**src/rtl/iee_pkg.sv**
```systemverilog
// ----------------------------------------------------------------------------
// iee_pkg
// Types, character codes and helpers of the infix expression evaluator.
// ----------------------------------------------------------------------------
package iee_pkg;

	localparam int STACK_DEPTH_DEF = 16;
	localparam int DATA_W          = 32;

	localparam logic [7:0] CH_PLUS   = 8'h2B;
	localparam logic [7:0] CH_MINUS  = 8'h2D;
	localparam logic [7:0] CH_STAR   = 8'h2A;
	localparam logic [7:0] CH_SLASH  = 8'h2F;
	localparam logic [7:0] CH_LPAREN = 8'h28;
	localparam logic [7:0] CH_RPAREN = 8'h29;
	localparam logic [7:0] CH_SPACE  = 8'h20;
	localparam logic [7:0] CH_ZERO   = 8'h30;
	localparam logic [7:0] CH_NINE   = 8'h39;

	typedef enum logic [2:0] {
		OPC_PAREN = 3'd0,
		OPC_ADD   = 3'd1,
		OPC_SUB   = 3'd2,
		OPC_MUL   = 3'd3,
		OPC_DIV   = 3'd4
	} op_code_t;

	typedef enum logic [1:0] {
		ST_OK        = 2'd0,
		ST_DIVZERO   = 2'd1,
		ST_MALFORMED = 2'd2,
		ST_OVERFLOW  = 2'd3
	} status_t;

	typedef struct packed {
		logic                valid;
		op_code_t            op;
		logic [DATA_W-1:0]   a;
		logic [DATA_W-1:0]   b;
	} alu_req_t;

	typedef struct packed {
		logic                done;
		logic [DATA_W-1:0]   value;
	} alu_rsp_t;

	function automatic logic [1:0] prec(input op_code_t o);
		logic [1:0] p;
		case (o)
			OPC_ADD, OPC_SUB: p = 2'd1;
			OPC_MUL, OPC_DIV: p = 2'd2;
			default:          p = 2'd0;
		endcase
		return p;
	endfunction

endpackage

```
**src/rtl/iee_alu.sv**
```systemverilog
// ----------------------------------------------------------------------------
// iee_alu
// Shared arithmetic unit: add, subtract, multiply, and a one bit per cycle
// signed divide that truncates toward zero.
// ----------------------------------------------------------------------------
module iee_alu
	import iee_pkg::*;
(
	input  logic     clk,
	input  logic     arst_n,
	input  alu_req_t req,
	output alu_rsp_t rsp
);

	typedef enum logic {
		A_IDLE,
		A_DIV
	} alu_state_t;

	alu_state_t        state_q;
	logic              done_q;
	logic [DATA_W-1:0] result_q;
	logic [DATA_W-1:0] quo_q;
	logic [DATA_W-1:0] rem_q;
	logic [DATA_W-1:0] den_q;
	logic              neg_q;
	logic [4:0]        cnt_q;

	logic [DATA_W:0]   rem_sh;
	logic [DATA_W:0]   rem_sub;
	logic [DATA_W-1:0] quo_nx;
	logic [DATA_W-1:0] rem_nx;

	always_comb begin
		rem_sh  = {rem_q, quo_q[DATA_W-1]};
		rem_sub = rem_sh - {1'b0, den_q};
		if (!rem_sub[DATA_W]) begin
			rem_nx = rem_sub[DATA_W-1:0];
			quo_nx = {quo_q[DATA_W-2:0], 1'b1};
		end else begin
			rem_nx = rem_sh[DATA_W-1:0];
			quo_nx = {quo_q[DATA_W-2:0], 1'b0};
		end
	end

	always_ff @(posedge clk or negedge arst_n) begin
		if (!arst_n) begin
			state_q <= A_IDLE;
			done_q  <= 1'b0;
		end else begin
			done_q <= 1'b0;
			case (state_q)
				A_IDLE: begin
					if (req.valid) begin
						case (req.op)
							OPC_ADD: begin
								result_q <= req.a + req.b;
								done_q   <= 1'b1;
							end
							OPC_SUB: begin
								result_q <= req.a - req.b;
								done_q   <= 1'b1;
							end
							OPC_MUL: begin
								result_q <= req.a * req.b;
								done_q   <= 1'b1;
							end
							default: begin
								quo_q   <= req.a[DATA_W-1] ? -req.a : req.a;
								den_q   <= req.b[DATA_W-1] ? -req.b : req.b;
								neg_q   <= req.a[DATA_W-1] ^ req.b[DATA_W-1];
								rem_q   <= '0;
								cnt_q   <= 5'd31;
								state_q <= A_DIV;
							end
						endcase
					end
				end
				A_DIV: begin
					quo_q <= quo_nx;
					rem_q <= rem_nx;
					cnt_q <= cnt_q - 5'd1;
					if (cnt_q == 5'd0) begin
						result_q <= neg_q ? -quo_nx : quo_nx;
						done_q   <= 1'b1;
						state_q  <= A_IDLE;
					end
				end
				default: state_q <= A_IDLE;
			endcase
		end
	end

	assign rsp.done  = done_q;
	assign rsp.value = result_q;

endmodule

```
**src/rtl/infix_expression_evaluator_unit.sv**
```systemverilog
// A character holds the block once it is taken, and holds it longer for each
// reduction it causes and longer still for each division.
// The shared divide unit, one quotient bit per cycle, sets the worst case.
// Throughput: one character at a time; the next is taken when this one is done,
// and a last character also waits while an earlier result is still on offer.
// Reset clears the counts, the number accumulator and the error code at once.
// ----------------------------------------------------------------------------
// infix_expression_evaluator_unit
// Two-stack infix evaluator: a sequencer walks the value and operator stacks
// and drives one shared arithmetic unit.
// ----------------------------------------------------------------------------
module infix_expression_evaluator_unit
	import iee_pkg::*;
#(
	parameter int STACK_DEPTH = STACK_DEPTH_DEF
) (
	input  logic        clk,
	input  logic        arst_n,
	input  logic        char_valid,
	output logic        char_ready,
	input  logic [7:0]  char_code,
	input  logic        is_last,
	output logic        result_valid,
	input  logic        result_ready,
	output logic [31:0] value,
	output logic [1:0]  status
);

	localparam int CW = $clog2(STACK_DEPTH + 1);
	localparam int AW = $clog2(STACK_DEPTH);

	// The sequencer visits a decode step, a dispatch step, and then a loop that
	// inspects the top operator and reduces while precedence demands it.
	typedef enum logic [3:0] {
		S_IDLE,
		S_DECODE,
		S_DISPATCH,
		S_OP_WAIT,
		S_OP_TEST,
		S_RD_B,
		S_RD_A,
		S_EXEC,
		S_ALU_WAIT,
		S_END,
		S_FINAL,
		S_OUT_LOAD
	} state_t;

	// What the reduction loop is working towards.
	typedef enum logic [1:0] {
		M_CLOSE,
		M_OPER,
		M_FINAL
	} mode_t;

	state_t            state_q;
	mode_t             mode_q;
	logic [7:0]        char_q;
	logic              last_q;
	op_code_t          new_op_q;
	logic [CW-1:0]     vc_q;
	logic [CW-1:0]     oc_q;
	logic [DATA_W-1:0] accum_q;
	logic              pending_q;
	status_t           err_q;
	logic [DATA_W-1:0] b_q;
	logic              res_valid_q;
	logic [DATA_W-1:0] value_q;
	status_t           status_q;

	// Stack memories; they are read every cycle, but only entries below the counts are used.
	logic [DATA_W-1:0] val_mem [STACK_DEPTH];
	op_code_t          op_mem  [STACK_DEPTH];
	logic [DATA_W-1:0] val_rd_q;
	op_code_t          op_top_q;

	logic [CW-1:0]     vc_m1;
	logic [CW-1:0]     vc_m2;
	logic [CW-1:0]     oc_m1;
	logic [AW-1:0]     v_raddr;
	logic              v_we;
	logic [AW-1:0]     v_waddr;
	logic [DATA_W-1:0] v_wdata;
	logic              o_we;
	op_code_t          o_wdata;

	logic              is_digit;
	logic              flush_now;
	logic              val_full;
	logic              op_full;
	logic              do_reduce;
	logic [DATA_W-1:0] accum_nx;

	alu_req_t          alu_req;
	alu_rsp_t          alu_rsp;

	assign is_digit = (char_q >= CH_ZERO) && (char_q <= CH_NINE);
	assign val_full = vc_q >= CW'(STACK_DEPTH);
	assign op_full  = oc_q >= CW'(STACK_DEPTH);
	assign vc_m1    = vc_q - CW'(1);
	assign vc_m2    = vc_q - CW'(2);
	assign oc_m1    = oc_q - CW'(1);
	assign accum_nx = (accum_q << 3) + (accum_q << 1) + {24'd0, char_q - CH_ZERO};

	// A pending number is pushed before any non-digit, and at the end.
	assign flush_now = (err_q == ST_OK) &&
		((state_q == S_DECODE && !is_digit) || (state_q == S_END && last_q));

	always_comb begin
		do_reduce = 1'b0;
		case (mode_q)
			M_FINAL: do_reduce = 1'b1;
			M_CLOSE: do_reduce = (op_top_q != OPC_PAREN);
			M_OPER:  do_reduce = (prec(op_top_q) >= prec(new_op_q));
			default: do_reduce = 1'b0;
		endcase
	end

	// Value stack ports: a flushed number, or a reduction result over the
	// lower operand.
	always_comb begin
		v_we    = 1'b0;
		v_waddr = vc_q[AW-1:0];
		v_wdata = accum_q;
		if (flush_now && pending_q && !val_full) begin
			v_we = 1'b1;
		end else if (state_q == S_ALU_WAIT && alu_rsp.done) begin
			v_we    = 1'b1;
			v_waddr = vc_m2[AW-1:0];
			v_wdata = alu_rsp.value;
		end
		case (state_q)
			S_RD_B:  v_raddr = vc_m1[AW-1:0];
			S_RD_A:  v_raddr = vc_m2[AW-1:0];
			default: v_raddr = '0;
		endcase
	end

	// Operator stack push: an open parenthesis, or an operator that
	// survived the precedence loop.
	always_comb begin
		o_we    = 1'b0;
		o_wdata = OPC_PAREN;
		if (!op_full) begin
			if (state_q == S_DISPATCH && err_q == ST_OK && char_q == CH_LPAREN) begin
				o_we = 1'b1;
			end else if (state_q == S_OP_TEST && mode_q == M_OPER &&
				(oc_q == '0 || !do_reduce)) begin
				o_we    = 1'b1;
				o_wdata = new_op_q;
			end
		end
	end

	always_ff @(posedge clk) begin
		if (v_we) begin
			val_mem[v_waddr] <= v_wdata;
		end
		val_rd_q <= val_mem[v_raddr];
		if (o_we) begin
			op_mem[oc_q[AW-1:0]] <= o_wdata;
		end
		op_top_q <= op_mem[oc_m1[AW-1:0]];
	end

	// The divide check is done here, so the unit only sees legal requests.
	assign alu_req.valid = (state_q == S_EXEC) &&
		!(op_top_q == OPC_DIV && b_q == '0);
	assign alu_req.op = op_top_q;
	assign alu_req.a  = val_rd_q;
	assign alu_req.b  = b_q;

	iee_alu u_alu (
		.clk    (clk),
		.arst_n (arst_n),
		.req    (alu_req),
		.rsp    (alu_rsp)
	);

	always_ff @(posedge clk or negedge arst_n) begin
		if (!arst_n) begin
			state_q     <= S_IDLE;
			mode_q      <= M_OPER;
			vc_q        <= '0;
			oc_q        <= '0;
			accum_q     <= '0;
			pending_q   <= 1'b0;
			err_q       <= ST_OK;
			res_valid_q <= 1'b0;
		end else begin
			if (res_valid_q && result_ready) begin
				res_valid_q <= 1'b0;
			end
			// Shared number flush; the push itself is in the memory port.
			if (flush_now) begin
				if (pending_q) begin
					if (val_full) begin
						err_q <= ST_OVERFLOW;
					end else begin
						vc_q <= vc_q + CW'(1);
					end
				end
				pending_q <= 1'b0;
				accum_q   <= '0;
			end
			case (state_q)
				S_IDLE: begin
					if (char_valid) begin
						char_q  <= char_code;
						last_q  <= is_last;
						state_q <= S_DECODE;
					end
				end
				S_DECODE: begin
					if (err_q != ST_OK) begin
						state_q <= S_END;
					end else if (is_digit) begin
						accum_q   <= accum_nx;
						pending_q <= 1'b1;
						state_q   <= S_END;
					end else begin
						state_q <= S_DISPATCH;
					end
				end
				S_DISPATCH: begin
					state_q <= S_OP_WAIT;
					if (err_q != ST_OK || char_q == CH_SPACE) begin
						state_q <= S_END;
					end else begin
						case (char_q)
							CH_LPAREN: begin
								if (op_full) begin
									err_q <= ST_OVERFLOW;
								end else begin
									oc_q <= oc_q + CW'(1);
								end
								state_q <= S_END;
							end
							CH_RPAREN: mode_q <= M_CLOSE;
							CH_PLUS: begin
								new_op_q <= OPC_ADD;
								mode_q   <= M_OPER;
							end
							CH_MINUS: begin
								new_op_q <= OPC_SUB;
								mode_q   <= M_OPER;
							end
							CH_STAR: begin
								new_op_q <= OPC_MUL;
								mode_q   <= M_OPER;
							end
							CH_SLASH: begin
								new_op_q <= OPC_DIV;
								mode_q   <= M_OPER;
							end
							default: begin
								err_q   <= ST_MALFORMED;
								state_q <= S_END;
							end
						endcase
					end
				end
				S_OP_WAIT: state_q <= S_OP_TEST;
				S_OP_TEST: begin
					state_q <= S_END;
					if (err_q != ST_OK) begin
						// The closing number overflowed the value stack, so no
						// reduction may follow.
						state_q <= S_FINAL;
					end else if (oc_q == '0 || (mode_q == M_OPER && !do_reduce)) begin
						case (mode_q)
							M_CLOSE: err_q <= ST_MALFORMED;
							M_FINAL: state_q <= S_FINAL;
							default: begin
								if (op_full) begin
									err_q <= ST_OVERFLOW;
								end else begin
									oc_q <= oc_q + CW'(1);
								end
							end
						endcase
					end else if (!do_reduce) begin
						// Matching open parenthesis: discard it.
						oc_q <= oc_m1;
					end else if (op_top_q == OPC_PAREN || vc_q < CW'(2)) begin
						err_q <= ST_MALFORMED;
					end else begin
						state_q <= S_RD_B;
					end
				end
				S_RD_B: state_q <= S_RD_A;
				S_RD_A: begin
					b_q     <= val_rd_q;
					state_q <= S_EXEC;
				end
				S_EXEC: begin
					if (op_top_q == OPC_DIV && b_q == '0) begin
						err_q   <= ST_DIVZERO;
						state_q <= S_END;
					end else begin
						state_q <= S_ALU_WAIT;
					end
				end
				S_ALU_WAIT: begin
					if (alu_rsp.done) begin
						vc_q    <= vc_m1;
						oc_q    <= oc_m1;
						state_q <= S_OP_WAIT;
					end
				end
				S_END: begin
					if (!last_q) begin
						state_q <= S_IDLE;
					end else if (err_q != ST_OK) begin
						state_q <= S_FINAL;
					end else begin
						mode_q  <= M_FINAL;
						state_q <= S_OP_WAIT;
					end
				end
				S_FINAL: begin
					if (err_q == ST_OK && vc_q != CW'(1)) begin
						err_q <= ST_MALFORMED;
					end
					state_q <= S_OUT_LOAD;
				end
				S_OUT_LOAD: begin
					// Wait here while an earlier result is still on offer.
					if (!res_valid_q || result_ready) begin
						value_q     <= (err_q == ST_OK) ? val_rd_q : '0;
						status_q    <= err_q;
						res_valid_q <= 1'b1;
						vc_q        <= '0;
						oc_q        <= '0;
						accum_q     <= '0;
						pending_q   <= 1'b0;
						err_q       <= ST_OK;
						state_q     <= S_IDLE;
					end
				end
				default: state_q <= S_IDLE;
			endcase
		end
	end

	assign char_ready   = (state_q == S_IDLE);
	assign result_valid = res_valid_q;
	assign value        = value_q;
	assign status       = status_q;

endmodule

```
**config.mk**
```make
export PLATFORM = sky130hd
export DESIGN_NAME = infix_expression_evaluator_unit
export DESIGN_NICKNAME = d
export VERILOG_FILES = /design/src/rtl/iee_pkg.sv /design/src/rtl/iee_alu.sv /design/src/rtl/infix_expression_evaluator_unit.sv
export SDC_FILE = /design/constraint.sdc
export NUM_CORES = 2
export LEC_CHECK = 0
export BUFFER_PORTS_ARGS = -buffer_cell sky130_fd_sc_hd__buf_2
export CORE_MARGIN = 3
export CORE_UTILIZATION = 50
export DETAILED_ROUTE_END_ITERATION = 8
export PLACE_DENSITY = 0.7
export SLEW_MARGIN = 20
export SYNTH_ARGS = -nofsm -noshare
export SYNTH_HDL_FRONTEND = slang
export SYNTH_SLANG_ARGS = --single-unit
```
**constraint.sdc**
```tcl
create_clock -name clk -period 7.27 [get_ports clk]
set_clock_uncertainty 0.15 [all_clocks]
set_input_delay 1.454 -clock clk [delete_from_list [all_inputs] [get_ports clk]]
set_output_delay 1.454 -clock clk [all_outputs]
set_load 0.01 [all_outputs]
```
==> summary.txt <==
Reg2Reg Depth - 20
CORE AREA - 0.113 sq mm
Post-synthesis sequential area ratio - 43.7%
Number of synthesized flops with an enable pin - 772
Max Root-Sink Buffers - 3
Slew @ Worst Pin - 1.13 ns
Relative slew slack - 24.4%
Run status - completed
Yosys top cell area share - 40.2%
DRT Wirelength - 163 mm
Yosys cell types - 81
Async set-reset flop share out of synthesis - 6.27%
Period utilization - 99.7%
DR pass1 iterations - 6
Lkg Pwr - 25.5 nW
Average wire per standard cell - 23.4 um
DRT iter0 DRCs - 3837
Final setup vio count - 0
Synthesized area - 0.0577 sq mm
Reg2Reg Setup Slack - 0.02 ns
Layout cell share with drive strength beyond 1 - 10.8%
Largest area contributor in the netlist - edfxtp_1
Total GRT Usage - 27.2%
Crit Path Class - reg2reg
Crit path max fanout - 8
Max-cap viol count - 0
Hold path start - accum_q[3]$_DFF_PN0_
Area contributors post-synth - edfxtp_1 (40%), fa_1 (14%), ha_1 (5.6%), and2_1 (5.1%), nand2_1 (5.0%)
Final Max Tran Viols - 0
Vias in the first global route - 41100
CP startpoint kind - flop
CTS tree - yes
Worst setup EP type - flop
Total number of vias - 40600
Total CTS buffers - 94
NetSw - 2.13 mW
Drt drc - 0
Synth Register Bits - 861
Die area - 0.119 sq mm
Worst path required time - 7.52 ns
R2R Path End - u_alu.result_q[22]$_DFFE_PP_
Reg with most FFs - val_mem
PortBufs - 48
Mapped Cells - 5305
Die Y-Extent - 346 um
Cell row count - 123
Sw frac - 20.7%
Top Ports - 49
Global-route wire length before repair - 249 mm
RSZ-0062 raised after global routing - true
Final antenna-violating net count - 0
Combinational share of power - 0.1%
Primary FF master, synth - edfxtp_1
Worst r2r src - b_q[5]$_DFFE_PP_
Number of vias per cell - 5.83
Clock Sinks - 861
Largest net degree at the start of global routing - 151
Reg clk slew, reported paths - 0.06 ns
Routability cong. - 0.924
Critical Path AT - 7.50 ns
Setup crit end - u_alu.result_q[22]$_DFFE_PP_
Max VDD drop - 0.000197 V
Hold crit path type - reg2reg
Tmin final - 7.25 ns
Util after Layout - 56.8%
Later-pin clock latency in the skew report - 0.70 ns
Sequential power share - 51.5%
Clock Tree Root - clkbuf_16
Final nets - 6075
Setup Total Neg Slack - 0 ns
Die span in x - 346 um
Initial antenna violation count - 9
Hold Violations, Final - 0
H-Tree Depth - 3
Starting density of the core - 50.9%
Max Fclk - 138 MHz
Area Growth Syn to Fin - 11.6%
Detailed-placement wirelength estimate - 115 mm
Internal - 8.17 mW
Syn avg cell area - 10.9 sq um
P per Cell Area - 160 mW/mm^2
Ys Warns - 0
Start point of the critical path - b_q[5]$_DFFE_PP_
Syn_nets - 5994
Post-cts hold buffer count - 0
Grt total ovfl - 0
Clk pwr share - 48.4%
Max reg flops - 512
-- final cells by class --
type                            count  area (sq um)
Inverter                          472          1770
Multi-Input combinational cell   3651         29900
Antenna cell                        4          10.0
Sequential cell                   861         25300
Fill cell                        9365         49000
Tap cell                         1500          1880
Clock inverter                     58           707
Timing Repair Buffer              306          2370
Clock buffer                      118          2520
-- kinds of logic (layout without fill, tap and decap cells) --
| logic type | Yosys count | count (layout) | share of synthesized area [%] |
|---|---|---|---|
| flops | 861 | 861 | 43.7 |
| buf+inv | 793 | 954 | 5.20 |
| simple gates | 1691 | 1691 | 14.4 |
| fa+ha+maj | 676 | 676 | 20.1 |
| xor+xnor | 285 | 285 | 4.34 |
| other cells | 0 | 4 | 0 |
| compound gates | 947 | 947 | 11.1 |
| mux | 52 | 52 | 1.23 |
-- routing by layer --
| layer | up-vias | track usage (%) | share of wire (%) |
|---|---|---|---|
| met5 | - | 0 | 0.017 |
| met4 | 4 | 12.3 | 5.1 |
| met3 | 360 | 5.05 | 8.3 |
| met2 | 1627 | 43.5 | 47 |
| met1 | 20200 | 36.1 | 40 |
| li1 | 18400 | - | - |
-- timing repair --
item,4_1_cts,5_1_grt
endpoints found under the setup margin,9,15
cloned,0,0
resized for setup,17,56
setup buffers,2,9
pin swaps,6,26
-- power by group through the flow --
stage | logic (mW) | clock network, mW | registers [mW]
after floorplan | 0.000374 | 0 | 5.42
after global placement | 0.0113 | 0 | 5.42
after detailed placement | 0.0118 | 0 | 5.42
after CTS | 0.0119 | 5.06 | 5.31
after global routing | 0.0130 | 5.24 | 5.31
final | 0.0114 | 4.99 | 5.31
-- how the worst min path moves through the flow --
stage / end / slack (ns) / cells past startpoint
finish: accum_q[3]$_DFF_PN0_ / 0.34 / 2
detailed placement: accum_q[3]$_DFF_PN0_ / 0.33 / 2
CTS: accum_q[3]$_DFF_PN0_ / 0.35 / 2
global route: accum_q[31]$_DFF_PN0_ / 0.37 / 1
floorplan: b_q[31]$_DFFE_PP_ / 0.26 / 0
global placement: accum_q[3]$_DFF_PN0_ / 0.32 / 2
-- worst max-delay path, stage by stage (launching register included) --
cell and delay [ns]:
edfxtp_1 0.50, buf_6 0.20, and2_4 0.14, fa_1 0.55, fa_1 0.44, fa_1 0.54
inv_2 0.04, fa_1 0.47, inv_1 0.05, fa_1 0.51, fa_1 0.54, fa_1 0.54
fa_1 0.42, ha_1 0.34, buf_4 0.16, a41o_1 0.29, o21ai_0 0.13, nor2b_1 0.24
xnor2_1 0.14, a211oi_1 0.46, a21oi_1 0.14
-- synth_stat cells (all sizes together) (36+ instances only) --
cell type,number
inv,472
nor2b,53
xnor2,161
edfxtp,772
nand2b,36
nor3,49
fa,416
ha,260
a31oi,81
dfrtp,53
and2,482
a211oi,195
nand3,40
xor2,124
a311oi,69
o31ai,49
a21oi,202
nor2,146
nand2,764
mux2i,36
o21ai,144
clkbuf,299
a21o,43
-- metrics by stage --
step           power [mW]  setup WS [ns]  hold WS [ns]  area, sq um  instances
6_report             10.3         0.0230         0.337        64400       6970
5_1_grt              10.6         -0.160         0.374        64400       6966
4_1_cts              10.4       -0.00259         0.345        64100       6957
3_5_place_dp         5.43         -0.166         0.330        60800       6779
3_3_place_gp         5.43        -0.0632         0.315        60800       6778
2_1_floorplan        5.42         0.0173         0.256        57700       5305
-- layout by cell type, fill, tap and decap left out, types with 14 or more instances in the layout --
| cell | synthesis | final |
|---|---|---|
| a31oi_1 | 81 | 81 |
| inv_1 | 472 | 469 |
| clkinv_2 | 0 | 21 |
| a311oi_1 | 69 | 68 |
| o21a_1 | 22 | 22 |
| and2_1 | 469 | 461 |
| o31ai_1 | 48 | 48 |
| nand2b_1 | 36 | 36 |
| nor3_1 | 48 | 46 |
| nand2_1 | 764 | 761 |
| a22o_1 | 23 | 23 |
| nor4_1 | 16 | 15 |
| xor2_1 | 124 | 123 |
| ha_1 | 260 | 257 |
| mux4_2 | 15 | 15 |
| nand3_1 | 40 | 39 |
| o41ai_1 | 19 | 18 |
| fa_1 | 416 | 412 |
| a21oi_1 | 202 | 193 |
| or4_1 | 20 | 19 |
| a211oi_1 | 195 | 193 |
| mux2i_1 | 36 | 36 |
| buf_2 | 5 | 48 |
| a21o_1 | 43 | 43 |
| o21ai_0 | 143 | 136 |
| edfxtp_1 | 772 | 772 |
| clkbuf_1 | 299 | 17 |
| clkbuf_16 | 0 | 95 |
| nor2_4 | 0 | 18 |
| buf_6 | 2 | 14 |
| dfrtp_1 | 53 | 52 |
| xnor2_1 | 160 | 159 |
| or3_1 | 25 | 25 |
| dfxtp_1 | 35 | 24 |
| nor2_1 | 146 | 126 |
| buf_4 | 0 | 233 |
| nor2b_1 | 53 | 52 |
No activity file was read; power rests on OpenSTA's default activity.
